File: src/sv/sha1_pkg.sv
// sha1_pkg: shared types, constants and round functions for the sha-1 hasher
// depends on nothing
`default_nettype none
package sha1_pkg;
	localparam logic [31:0] H0 = 32'h67452301;
	localparam logic [31:0] H1 = 32'hEFCDAB89;
	localparam logic [31:0] H2 = 32'h98BADCFE;
	localparam logic [31:0] H3 = 32'h10325476;
	localparam logic [31:0] H4 = 32'hC3D2E1F0;
	localparam logic [31:0] K0 = 32'h5A827999;
	localparam logic [31:0] K1 = 32'h6ED9EBA1;
	localparam logic [31:0] K2 = 32'h8F1BBCDC;
	localparam logic [31:0] K3 = 32'hCA62C1D6;
	localparam logic [7:0] PAD_BYTE = 8'h80;
	localparam logic [5:0] LEN_POS = 6'd56;
	localparam int QUEUE_DEPTH = 4;
	localparam int QUEUE_AW = 2;

	// one classified byte for the back end
	typedef struct packed {
		logic [7:0] data;
		logic       last; // final padding byte of the message
	} byte_cmd_t;

	typedef enum logic [1:0] {
		FE_IDLE,
		FE_PAD,
		FE_LEN
	} fe_state_t;

	typedef enum logic [1:0] {
		BE_FILL,
		BE_ROUND,
		BE_FINISH,
		BE_OUT
	} be_state_t;

	function automatic logic [31:0] rotl(input logic [31:0] v, input int n);
		rotl = (v << n) | (v >> (32 - n));
	endfunction

	function automatic logic [31:0] round_f(input logic [6:0] r,
			input logic [31:0] b, input logic [31:0] c, input logic [31:0] d);
		if (r < 7'd20)      round_f = (b & c) | (~b & d);
		else if (r < 7'd40) round_f = b ^ c ^ d;
		else if (r < 7'd60) round_f = (b & c) | (b & d) | (c & d);
		else                round_f = b ^ c ^ d;
	endfunction

	function automatic logic [31:0] round_k(input logic [6:0] r);
		if (r < 7'd20)      round_k = K0;
		else if (r < 7'd40) round_k = K1;
		else if (r < 7'd60) round_k = K2;
		else                round_k = K3;
	endfunction
endpackage
`default_nettype wire

File: src/sv/sha1_if.sv
// sha1_if: valid/ready channels for input bytes and for digest words
// depends on nothing
`default_nettype none
interface sha1_in_if (input wire logic clk);
	logic       valid;
	logic       ready;
	logic [7:0] data_byte;
	logic       has_byte;
	logic       end_of_message;
	modport source (output valid, data_byte, has_byte, end_of_message, input ready);
	modport sink (input valid, data_byte, has_byte, end_of_message, output ready);
endinterface

interface sha1_out_if (input wire logic clk);
	logic        valid;
	logic        ready;
	logic [31:0] digest_word;
	logic [2:0]  word_index;
	logic        last_word;
	modport source (output valid, digest_word, word_index, last_word, input ready);
	modport sink (input valid, digest_word, word_index, last_word, output ready);
endinterface
`default_nettype wire

File: src/sv/sha1_front.sv
// sha1_front: accepts input items, counts bytes and generates padding bytes
// depends on sha1_pkg, sha1_if
`default_nettype none
module sha1_front (
	input  wire logic            clk,
	input  wire logic            arst_n,
	sha1_in_if.sink              in_ch,
	output sha1_pkg::byte_cmd_t  cmd,
	output logic                 cmd_valid,
	input  wire logic            cmd_ready
);
	sha1_pkg::fe_state_t state_q, state_d;
	logic [60:0] count_q;
	logic [63:0] bits_q;
	logic [2:0]  len_idx_q;
	logic        pend_end_q;
	logic        push;
	logic        accept;

	// input byte and the 0x80 pad byte go out in idle; zero and length padding follow in their own states
	assign in_ch.ready = (state_q == sha1_pkg::FE_IDLE) && !pend_end_q && cmd_ready;
	assign accept = in_ch.valid && in_ch.ready;

	// output selection
	always_comb begin
		cmd_valid = 1'b0;
		cmd.data = 8'h00;
		cmd.last = 1'b0;
		unique case (state_q)
			sha1_pkg::FE_IDLE: begin
				if (pend_end_q) begin
					cmd_valid = 1'b1;
					cmd.data = sha1_pkg::PAD_BYTE;
				end else begin
					cmd_valid = in_ch.valid && in_ch.has_byte;
					cmd.data = in_ch.data_byte;
				end
			end
			sha1_pkg::FE_PAD: begin
				cmd_valid = 1'b1;
			end
			sha1_pkg::FE_LEN: begin
				cmd_valid = 1'b1;
				cmd.data = bits_q[63 - 8*len_idx_q -: 8];
				cmd.last = (len_idx_q == 3'd7);
			end
			default: ;
		endcase
	end

	assign push = cmd_valid && cmd_ready;

	// next state
	always_comb begin
		state_d = state_q;
		unique case (state_q)
			sha1_pkg::FE_IDLE:
				if (pend_end_q && push)
					state_d = (count_q[5:0] + 6'd1 == sha1_pkg::LEN_POS) ?
						sha1_pkg::FE_LEN : sha1_pkg::FE_PAD;
			sha1_pkg::FE_PAD:
				if (push && count_q[5:0] + 6'd1 == sha1_pkg::LEN_POS)
					state_d = sha1_pkg::FE_LEN;
			sha1_pkg::FE_LEN:
				if (push && len_idx_q == 3'd7) state_d = sha1_pkg::FE_IDLE;
			default: state_d = sha1_pkg::FE_IDLE;
		endcase
	end

	// counters and end latch
	always_ff @(posedge clk or negedge arst_n) begin
		if (!arst_n) begin
			state_q <= sha1_pkg::FE_IDLE;
			count_q <= '0;
			len_idx_q <= '0;
			pend_end_q <= 1'b0;
			bits_q <= '0;
		end else begin
			state_q <= state_d;
			if (accept) begin
				if (in_ch.has_byte) count_q <= count_q + 61'd1;
				if (in_ch.end_of_message) begin
					pend_end_q <= 1'b1;
					bits_q <= {(in_ch.has_byte ? count_q + 61'd1 : count_q), 3'b000};
				end
			end else if (push) begin
				count_q <= count_q + 61'd1;
				if (state_q == sha1_pkg::FE_IDLE) pend_end_q <= 1'b0;
				if (state_q == sha1_pkg::FE_LEN) begin
					len_idx_q <= len_idx_q + 3'd1;
					if (len_idx_q == 3'd7) count_q <= '0;
				end
			end
		end
	end
endmodule
`default_nettype wire

File: src/sv/sha1_queue.sv
// sha1_queue: small fifo of byte commands between front and back end
// depends on sha1_pkg
`default_nettype none
module sha1_queue (
	input  wire logic           clk,
	input  wire logic           arst_n,
	input  sha1_pkg::byte_cmd_t wr_data,
	input  wire logic           wr_valid,
	output logic                wr_ready,
	output sha1_pkg::byte_cmd_t rd_data,
	output logic                rd_valid,
	input  wire logic           rd_ready
);
	sha1_pkg::byte_cmd_t mem_q [sha1_pkg::QUEUE_DEPTH];
	logic [sha1_pkg::QUEUE_AW-1:0] wp_q, rp_q;
	logic [sha1_pkg::QUEUE_AW:0]   cnt_q;
	logic wr, rd;

	assign wr_ready = (cnt_q != (sha1_pkg::QUEUE_AW+1)'(sha1_pkg::QUEUE_DEPTH));
	assign rd_valid = (cnt_q != '0);
	assign rd_data = mem_q[rp_q];
	assign wr = wr_valid && wr_ready;
	assign rd = rd_valid && rd_ready;

	// storage
	always_ff @(posedge clk) begin
		if (wr) mem_q[wp_q] <= wr_data;
	end

	// pointers
	always_ff @(posedge clk or negedge arst_n) begin
		if (!arst_n) begin
			wp_q <= '0;
			rp_q <= '0;
			cnt_q <= '0;
		end else begin
			if (wr) wp_q <= wp_q + 1'b1;
			if (rd) rp_q <= rp_q + 1'b1;
			cnt_q <= cnt_q + (sha1_pkg::QUEUE_AW+1)'(wr) - (sha1_pkg::QUEUE_AW+1)'(rd);
		end
	end
endmodule
`default_nettype wire

File: src/sv/sha1_back.sv
// sha1_back: packs bytes into the block buffer, runs 80 rounds, emits digest
// depends on sha1_pkg, sha1_if
`default_nettype none
module sha1_back (
	input  wire logic           clk,
	input  wire logic           arst_n,
	input  sha1_pkg::byte_cmd_t cmd,
	input  wire logic           cmd_valid,
	output logic                cmd_ready,
	sha1_out_if.source          out_ch
);
	sha1_pkg::be_state_t state_q, state_d;
	logic [31:0] w_q [16];
	logic [31:0] h_q [5];
	logic [31:0] a_q, b_q, c_q, d_q, e_q;
	logic [5:0]  pos_q;
	logic [6:0]  rnd_q;
	logic        last_q;
	logic [2:0]  oidx_q;
	logic [31:0] w_new, w_cur, t_val;
	logic [3:0]  s;
	logic        take;

	assign cmd_ready = (state_q == sha1_pkg::BE_FILL);
	assign take = cmd_valid && cmd_ready;

	// schedule word and round sum
	assign s = rnd_q[3:0];
	assign w_new = sha1_pkg::rotl(w_q[s + 4'd13] ^ w_q[s + 4'd8] ^ w_q[s + 4'd2] ^ w_q[s], 1);
	assign w_cur = (rnd_q < 7'd16) ? w_q[s] : w_new;
	assign t_val = sha1_pkg::rotl(a_q, 5) + sha1_pkg::round_f(rnd_q, b_q, c_q, d_q)
		+ e_q + sha1_pkg::round_k(rnd_q) + w_cur;

	// next state
	always_comb begin
		state_d = state_q;
		unique case (state_q)
			sha1_pkg::BE_FILL:   if (take && pos_q == 6'd63) state_d = sha1_pkg::BE_ROUND;
			sha1_pkg::BE_ROUND:  if (rnd_q == 7'd79) state_d = sha1_pkg::BE_FINISH;
			sha1_pkg::BE_FINISH: state_d = last_q ? sha1_pkg::BE_OUT : sha1_pkg::BE_FILL;
			sha1_pkg::BE_OUT:
				if (out_ch.ready && oidx_q == 3'd4) state_d = sha1_pkg::BE_FILL;
			default: state_d = sha1_pkg::BE_FILL;
		endcase
	end

	// outputs
	always_comb begin
		out_ch.valid = (state_q == sha1_pkg::BE_OUT);
		out_ch.digest_word = h_q[oidx_q];
		out_ch.word_index = oidx_q;
		out_ch.last_word = (oidx_q == 3'd4);
	end

	// buffer and working registers
	always_ff @(posedge clk) begin
		if (take)
			w_q[pos_q[5:2]][31 - 8*pos_q[1:0] -: 8] <= cmd.data;
		if (state_q == sha1_pkg::BE_ROUND) begin
			w_q[s] <= w_cur;
			e_q <= d_q;
			d_q <= c_q;
			c_q <= sha1_pkg::rotl(b_q, 30);
			b_q <= a_q;
			a_q <= t_val;
		end else begin
			a_q <= h_q[0];
			b_q <= h_q[1];
			c_q <= h_q[2];
			d_q <= h_q[3];
			e_q <= h_q[4];
		end
	end

	// control and chaining state
	always_ff @(posedge clk or negedge arst_n) begin
		if (!arst_n) begin
			state_q <= sha1_pkg::BE_FILL;
			pos_q <= '0;
			rnd_q <= '0;
			last_q <= 1'b0;
			oidx_q <= '0;
			h_q[0] <= sha1_pkg::H0;
			h_q[1] <= sha1_pkg::H1;
			h_q[2] <= sha1_pkg::H2;
			h_q[3] <= sha1_pkg::H3;
			h_q[4] <= sha1_pkg::H4;
		end else begin
			state_q <= state_d;
			if (take) begin
				pos_q <= pos_q + 6'd1;
				last_q <= cmd.last;
			end
			if (state_q == sha1_pkg::BE_ROUND)
				rnd_q <= (rnd_q == 7'd79) ? 7'd0 : rnd_q + 7'd1;
			if (state_q == sha1_pkg::BE_FINISH) begin
				h_q[0] <= h_q[0] + a_q;
				h_q[1] <= h_q[1] + b_q;
				h_q[2] <= h_q[2] + c_q;
				h_q[3] <= h_q[3] + d_q;
				h_q[4] <= h_q[4] + e_q;
			end
			if (state_q == sha1_pkg::BE_OUT && out_ch.ready) begin
				oidx_q <= oidx_q + 3'd1;
				if (oidx_q == 3'd4) begin
					oidx_q <= '0;
					last_q <= 1'b0;
					h_q[0] <= sha1_pkg::H0;
					h_q[1] <= sha1_pkg::H1;
					h_q[2] <= sha1_pkg::H2;
					h_q[3] <= sha1_pkg::H3;
					h_q[4] <= sha1_pkg::H4;
				end
			end
		end
	end
endmodule
`default_nettype wire

File: src/sv/sha1_message_hasher.sv
// sha1_message_hasher: byte-serial sha-1, one byte per cycle into the buffer while the
// back end is filling, then 80 rounds plus one chaining step per 64-byte block; the
// sustained byte rate is set by the round loop
// digest: five words, the first offered after the chaining step of the final block
// reset: asynchronous, restores initial chaining values and clears all counters
`default_nettype none
module sha1_message_hasher (
	input  wire logic clk,
	input  wire logic arst_n,
	sha1_in_if.sink   in_ch,
	sha1_out_if.source out_ch
);
	sha1_pkg::byte_cmd_t f_cmd, b_cmd;
	logic f_valid, f_ready, b_valid, b_ready;

	sha1_front u_front (.clk, .arst_n, .in_ch, .cmd(f_cmd), .cmd_valid(f_valid),
		.cmd_ready(f_ready));
	sha1_queue u_queue (.clk, .arst_n, .wr_data(f_cmd), .wr_valid(f_valid),
		.wr_ready(f_ready), .rd_data(b_cmd), .rd_valid(b_valid), .rd_ready(b_ready));
	sha1_back u_back (.clk, .arst_n, .cmd(b_cmd), .cmd_valid(b_valid),
		.cmd_ready(b_ready), .out_ch);

	// digest words leave in index order ending on the last-word flag
	a_last: assert property (@(posedge clk) disable iff (!arst_n)
		out_ch.valid |-> (out_ch.last_word == (out_ch.word_index == 3'd4)))
		else $error("last_word mismatch");
	a_idx: assert property (@(posedge clk) disable iff (!arst_n)
		out_ch.valid |-> (out_ch.word_index <= 3'd4))
		else $error("word index out of range");
	// no byte reaches the back end while it emits the digest
	a_nofill: assert property (@(posedge clk) disable iff (!arst_n)
		(b_valid && b_ready) |-> !out_ch.valid)
		else $error("byte taken during output");
endmodule
`default_nettype wire

File: src/flat_wrapper.sv
// flat-port wrapper written by rule: the top's interface ports become plain ports
module sha1_message_hasher_flat 
  (clk, arst_n, in_ch_valid, in_ch_data_byte, in_ch_has_byte, in_ch_end_of_message, in_ch_ready, out_ch_valid, out_ch_digest_word, out_ch_word_index, out_ch_last_word, out_ch_ready);
  sha1_in_if in_ch_i (.clk(clk));
  sha1_out_if out_ch_i (.clk(clk));
  input  wire logic clk;
  input  wire logic arst_n;
  input wire logic [$bits(in_ch_i.valid)-1:0] in_ch_valid;
  input wire logic [$bits(in_ch_i.data_byte)-1:0] in_ch_data_byte;
  input wire logic [$bits(in_ch_i.has_byte)-1:0] in_ch_has_byte;
  input wire logic [$bits(in_ch_i.end_of_message)-1:0] in_ch_end_of_message;
  output wire logic [$bits(in_ch_i.ready)-1:0] in_ch_ready;
  output wire logic [$bits(out_ch_i.valid)-1:0] out_ch_valid;
  output wire logic [$bits(out_ch_i.digest_word)-1:0] out_ch_digest_word;
  output wire logic [$bits(out_ch_i.word_index)-1:0] out_ch_word_index;
  output wire logic [$bits(out_ch_i.last_word)-1:0] out_ch_last_word;
  input wire logic [$bits(out_ch_i.ready)-1:0] out_ch_ready;
  assign in_ch_i.valid = in_ch_valid;
  assign in_ch_i.data_byte = in_ch_data_byte;
  assign in_ch_i.has_byte = in_ch_has_byte;
  assign in_ch_i.end_of_message = in_ch_end_of_message;
  assign in_ch_ready = in_ch_i.ready;
  assign out_ch_valid = out_ch_i.valid;
  assign out_ch_digest_word = out_ch_i.digest_word;
  assign out_ch_word_index = out_ch_i.word_index;
  assign out_ch_last_word = out_ch_i.last_word;
  assign out_ch_i.ready = out_ch_ready;
  sha1_message_hasher u_core (.clk(clk), .arst_n(arst_n), .in_ch(in_ch_i), .out_ch(out_ch_i));
endmodule
File: config.mk
export PLATFORM = sky130hd
export DESIGN_NAME = sha1_message_hasher_flat
export DESIGN_NICKNAME = d
export VERILOG_FILES = /design/src/sv/sha1_pkg.sv /design/src/sv/sha1_if.sv /design/src/sv/sha1_front.sv /design/src/sv/sha1_queue.sv /design/src/sv/sha1_back.sv /design/src/sv/sha1_message_hasher.sv /design/src/flat_wrapper.sv
export SDC_FILE = /design/constraint.sdc
export NUM_CORES = 2
export LEC_CHECK = 0
export BUFFER_PORTS_ARGS = -buffer_cell sky130_fd_sc_hd__buf_4
export CORE_UTILIZATION = 50
export CTS_CLUSTER_DIAMETER = 150
export CTS_CLUSTER_SIZE = 10
export DETAILED_ROUTE_END_ITERATION = 8
export PLACE_DENSITY = 0.68
export SLEW_MARGIN = 40
export SYNTH_ARGS = -nofsm -noshare
export SYNTH_HDL_FRONTEND = slang
export SYNTH_SLANG_ARGS = --single-unit
File: constraint.sdc
create_clock -name clk -period 7.5 [get_ports clk]
set_input_delay 0.75 -clock clk [delete_from_list [all_inputs] [get_ports clk]]
set_output_delay 0.75 -clock clk [all_outputs]
set_load 0.01 [all_outputs]
==> run summary <==
The final max-slew violation count came out at 0. The standard-cell row count is 131. The clock skew is roughly 41 ps. In the final routed layout, each cell accounts on average for 25.7 um.

The count of cells along the worst register-to-register path is 23. The sum of buffers and inverters on the critical path is 3. After detailed routing, the total wire length is 187 mm.

The number of ports placed on the die boundary is 52. In this run, synthesis inferred roughly 550 flip-flops with an integrated enable. The area of the mapped netlist came out at 64300 um^2. The share of synthesized area in the top cell type comes to 0.256. The starting density of the core came out at 0.504.

The aggregate negative setup slack is 0 ps. The first global-routing pass estimated around 290 mm of wire. The multi-input combinational cells in the finished layout cover a total of 34700 um^2. The cell at the root of the clock tree is sky130_fd_sc_hd__clkbuf_16.

The proportion of synthesized area in mux cells is 0.199. The layout has about 10000 filler cells. The setup slack of the worst register-to-register path came out at roughly 290 ps. The first detailed-routing pass took 6 iterations. The number of antenna violations at the first check in global routing came out at 4.

The number of clock buffers added by TritonCTS is roughly 110. The clock-pin transition on the worst setup and hold timing paths is roughly 70 ps. The sum of overflow across all layers after global routing came out at 0. TritonCTS built the clock tree. The clock insertion delay at the later pin of the skew report came out at a little under 800 ps. On the worst path, the slowest cell contributes a delay of 640 ps. Traced cell by cell, the critical path runs through ha_4, buf_4, mux4_2, mux4_2, xnor2_1, xnor2_1, nor2_1, a21oi_1, fa_1, inv_1, fa_1, inv_1, fa_1, ha_1, and3_1, nand4_1, o221ai_1, a21o_1, a21o_1, a21o_1, a21oi_1, or4b_2, nand3_1. By area, the combinational part of the netlist is dominated by multiplexers. The number of global-route vias before repair is about 46000. The library cell with the highest instance count after synthesis is sky130_fd_sc_hd__nand2_1. Entering global routing, the biggest net connects 141 pins. In the global route stage, overall resource usage came out at 0.287. The count of nets after finishing is between 5000 and 6000. The final weighted congestion in routability-driven placement came out at between 0.9 and 1. By startpoint and endpoint, the worst setup path is classified as reg2reg. The tightest min-delay check is of the in2reg type. The count of max-cap constraint violations is 0. The width of the chip is roughly 360 um.

The vias after detailed routing is between 40000 and 50000. The logic depth of the worst setup path including buffers came out at 23. The share of the synthesized netlist area taken by xor and xnor gates came out at 0.0440. 0 antenna diodes ended up in the layout.

The half-perimeter wire length after placement is 126 mm. The share of synthesized flip-flops with an asynchronous set or reset came out at 0.307. The floorplan step set the die height to ~360 um.

For this run, the register share of the synthesized area comes to 0.430. The flip-flop and latch area is between 20000 and 30000 um^2. The adder and majority cell fraction of the synthesized area came out at 0.0813. The critical-path maximum fanout is 33.

The total of flip-flops plus latches after synthesis is approximately 1000. The post-synthesis cell count came out at between 5000 and 6000. The number of buffers inserted by port buffering came out at a little over 50. The mean post-synth cell area is between 10 and 15 um^2. sky130_fd_sc_hd__edfxtp_1 takes more of the synthesized area than any other cell. After the first detailed-routing iteration, the DRC count stood at between 5000 and 6000. The worst setup path is captured at a register. The standard cell core area is 128000 um^2. The number of warnings issued by yosys came out at 0. The cell family with the largest share of critical-path delay is adder cells. The main flop type after synthesis is sky130_fd_sc_hd__edfxtp_1.

Subtracting the final worst setup slack from the clock period gives between 7000 and 8000 ps. The growth of design area from synthesis to finish came out at 9.64%. The number of clock sinks is 1022.

The run finished with clean final reports. The number of levels in the clock H-tree is 3. The clock passes through at most 3 buffers. In the routed design, unresolved DRC markers number 0. By count the netlist is led by sky130_fd_sc_hd__nand2_1, sky130_fd_sc_hd__edfxtp_1, sky130_fd_sc_hd__mux4_2, sky130_fd_sc_hd__o21ai_0, sky130_fd_sc_hd__a21oi_1.

The number of failing hold endpoints at the final stage came to 0. The final cycle utilization of the critical path is 0.961. The remaining max-slew budget at the tightest pin is 0.367.

The transition time at the pin with the least slew margin is ~950 ps. The slowest cell on the critical path is sky130_fd_sc_hd__or4b_2. The synthesized netlist net count came out at a little under 6000. The share of synthesized cell area in and, or, nand and nor gates is 0.104. STA classifies the critical path startpoint as a register. The fraction of the mapped netlist area in compound gates was 0.108. The number of setup violations in the final report came out at 0.

Setup repair after global routing left no endpoint under its margin. In the final layout, the share of cells above drive strength 1 is 0.186. The data required time of the worst path came out at around 8000 ps.

The worst endpoint data arrival time is around 8000 ps. The worst hold path was traced through 3 stages. After detailed routing, the number of vias per cell comes to 6.48. The full die area is between 100000 and 150000 um^2. The number of unique standard cell types used by synthesis came out at 90. The maximum clock rate came out at about 140 MHz. By area the synthesized netlist is led by sky130_fd_sc_hd__edfxtp_1, sky130_fd_sc_hd__mux4_2, sky130_fd_sc_hd__dfrtp_1, sky130_fd_sc_hd__nand2_1, sky130_fd_sc_hd__dfxtp_1. The number of nets still failing antenna checks after routing is 0.
[through the flow]
| step | instance area (um^2) | setup slack (ps) | hold slack (ps) | utilization | instances |
|---|---|---|---|---|---|
| after floorplan | 64300 | 399 | 445 | - | 5529 |
| after global placement | 66700 | 210 | 459 | 0.523 | 7052 |
| after detailed placement | 66900 | 89.3 | 465 | 0.524 | 7054 |
| after CTS | 70100 | 64.2 | 199 | 0.550 | 7256 |
| after global routing | 70400 | 62.2 | 227 | 0.552 | 7266 |
| final | 70400 | 295 | 241 | 0.552 | 7266 |
[flip-flops by register name (all words and copies together) (netlist names), 6 cells and up]
register and cells:
u_core.u_back.rnd_q 7, u_core.u_back.h_q 160, u_core.u_back.c_q 32, u_core.u_back.e_q 32, u_core.u_front.count_q 61, u_core.u_queue.mem_q 36
u_core.u_back.w_q 512, u_core.u_back.a_q 32, u_core.u_front.bits_q 61, u_core.u_back.b_q 32, u_core.u_back.pos_q 6, u_core.u_back.d_q 32
[final timing paths]
| check | from | end |
|---|---|---|
| max | u_core.u_back.rnd_q[0] | u_core.u_back.a_q[24] |
| min | in_ch_end_of_message | u_core.u_front.pend_end_q |
| max reg2reg | u_core.u_back.rnd_q[0] | u_core.u_back.a_q[24] |
| min reg2reg | u_core.u_front.bits_q[41] | u_core.u_front.bits_q[41] |
| max in group asynchronous | arst_n | u_core.u_front.state_q[0] |
| min in group asynchronous | arst_n | u_core.u_back.h_q[55] |
[cell type report]
cell class                      count  area share
Sequential cell                  1022       0.392
Timing Repair Buffer              206      0.0272
Inverter                          227      0.0121
Clock buffer                      193      0.0441
Tap cell                         1662      0.0295
Clock inverter                      8     0.00202
Multi-Input combinational cell   3948       0.493
[placed cells by master, fill, tap and decap left out, drive strengths merged, types with 126 or more instances in the layout]
master,Yosys,routed
a21oi,277,277
edfxtp,548,548
xnor2,193,193
xor2,129,129
fa,126,126
dfxtp,160,160
nand2,909,909
clkbuf,219,196
mux4,502,502
dfrtp,234,234
ha,216,216
inv,227,232
o21ai,366,366
nor2,260,260
buf,113,202
[layer usage]
layer  routed length (um)  track usage  share of wire  vias up
met1                74700        0.396           0.40    23700
met3                17700       0.0549          0.095      432
met2                86500        0.449           0.46     2405
met5                   41            0        0.00022        -
li1                     -            -              -    20500
met4                 7880        0.114          0.042        6
[tightest hold or removal path, stage by stage]
cell                      delay, ps
sky130_fd_sc_hd__buf_4          100
sky130_fd_sc_hd__nand2_4         60
sky130_fd_sc_hd__nand2_1         50
[kinds of logic after synthesis]
group,after synthesis
fa+ha+maj,342
simple gates,1542
mux,644
flops,1022
buf+inv,559
xor+xnor,322
compound gates,1098
[what timing repair did]
| item | 4_1_cts | 5_1_grt |
|---|---|---|
| endpoints found under the hold margin | 21 | 0 |
| endpoints found under the setup margin | 0 | 9 |
| gates resized for setup | 0 | 17 |
| setup buffers | 0 | 3 |
| hold buffers | 1 | 0 |
Power is left out: the tool's default activity adds up to more than one toggle a clock period on the data nets, which glitch-free logic cannot reach.
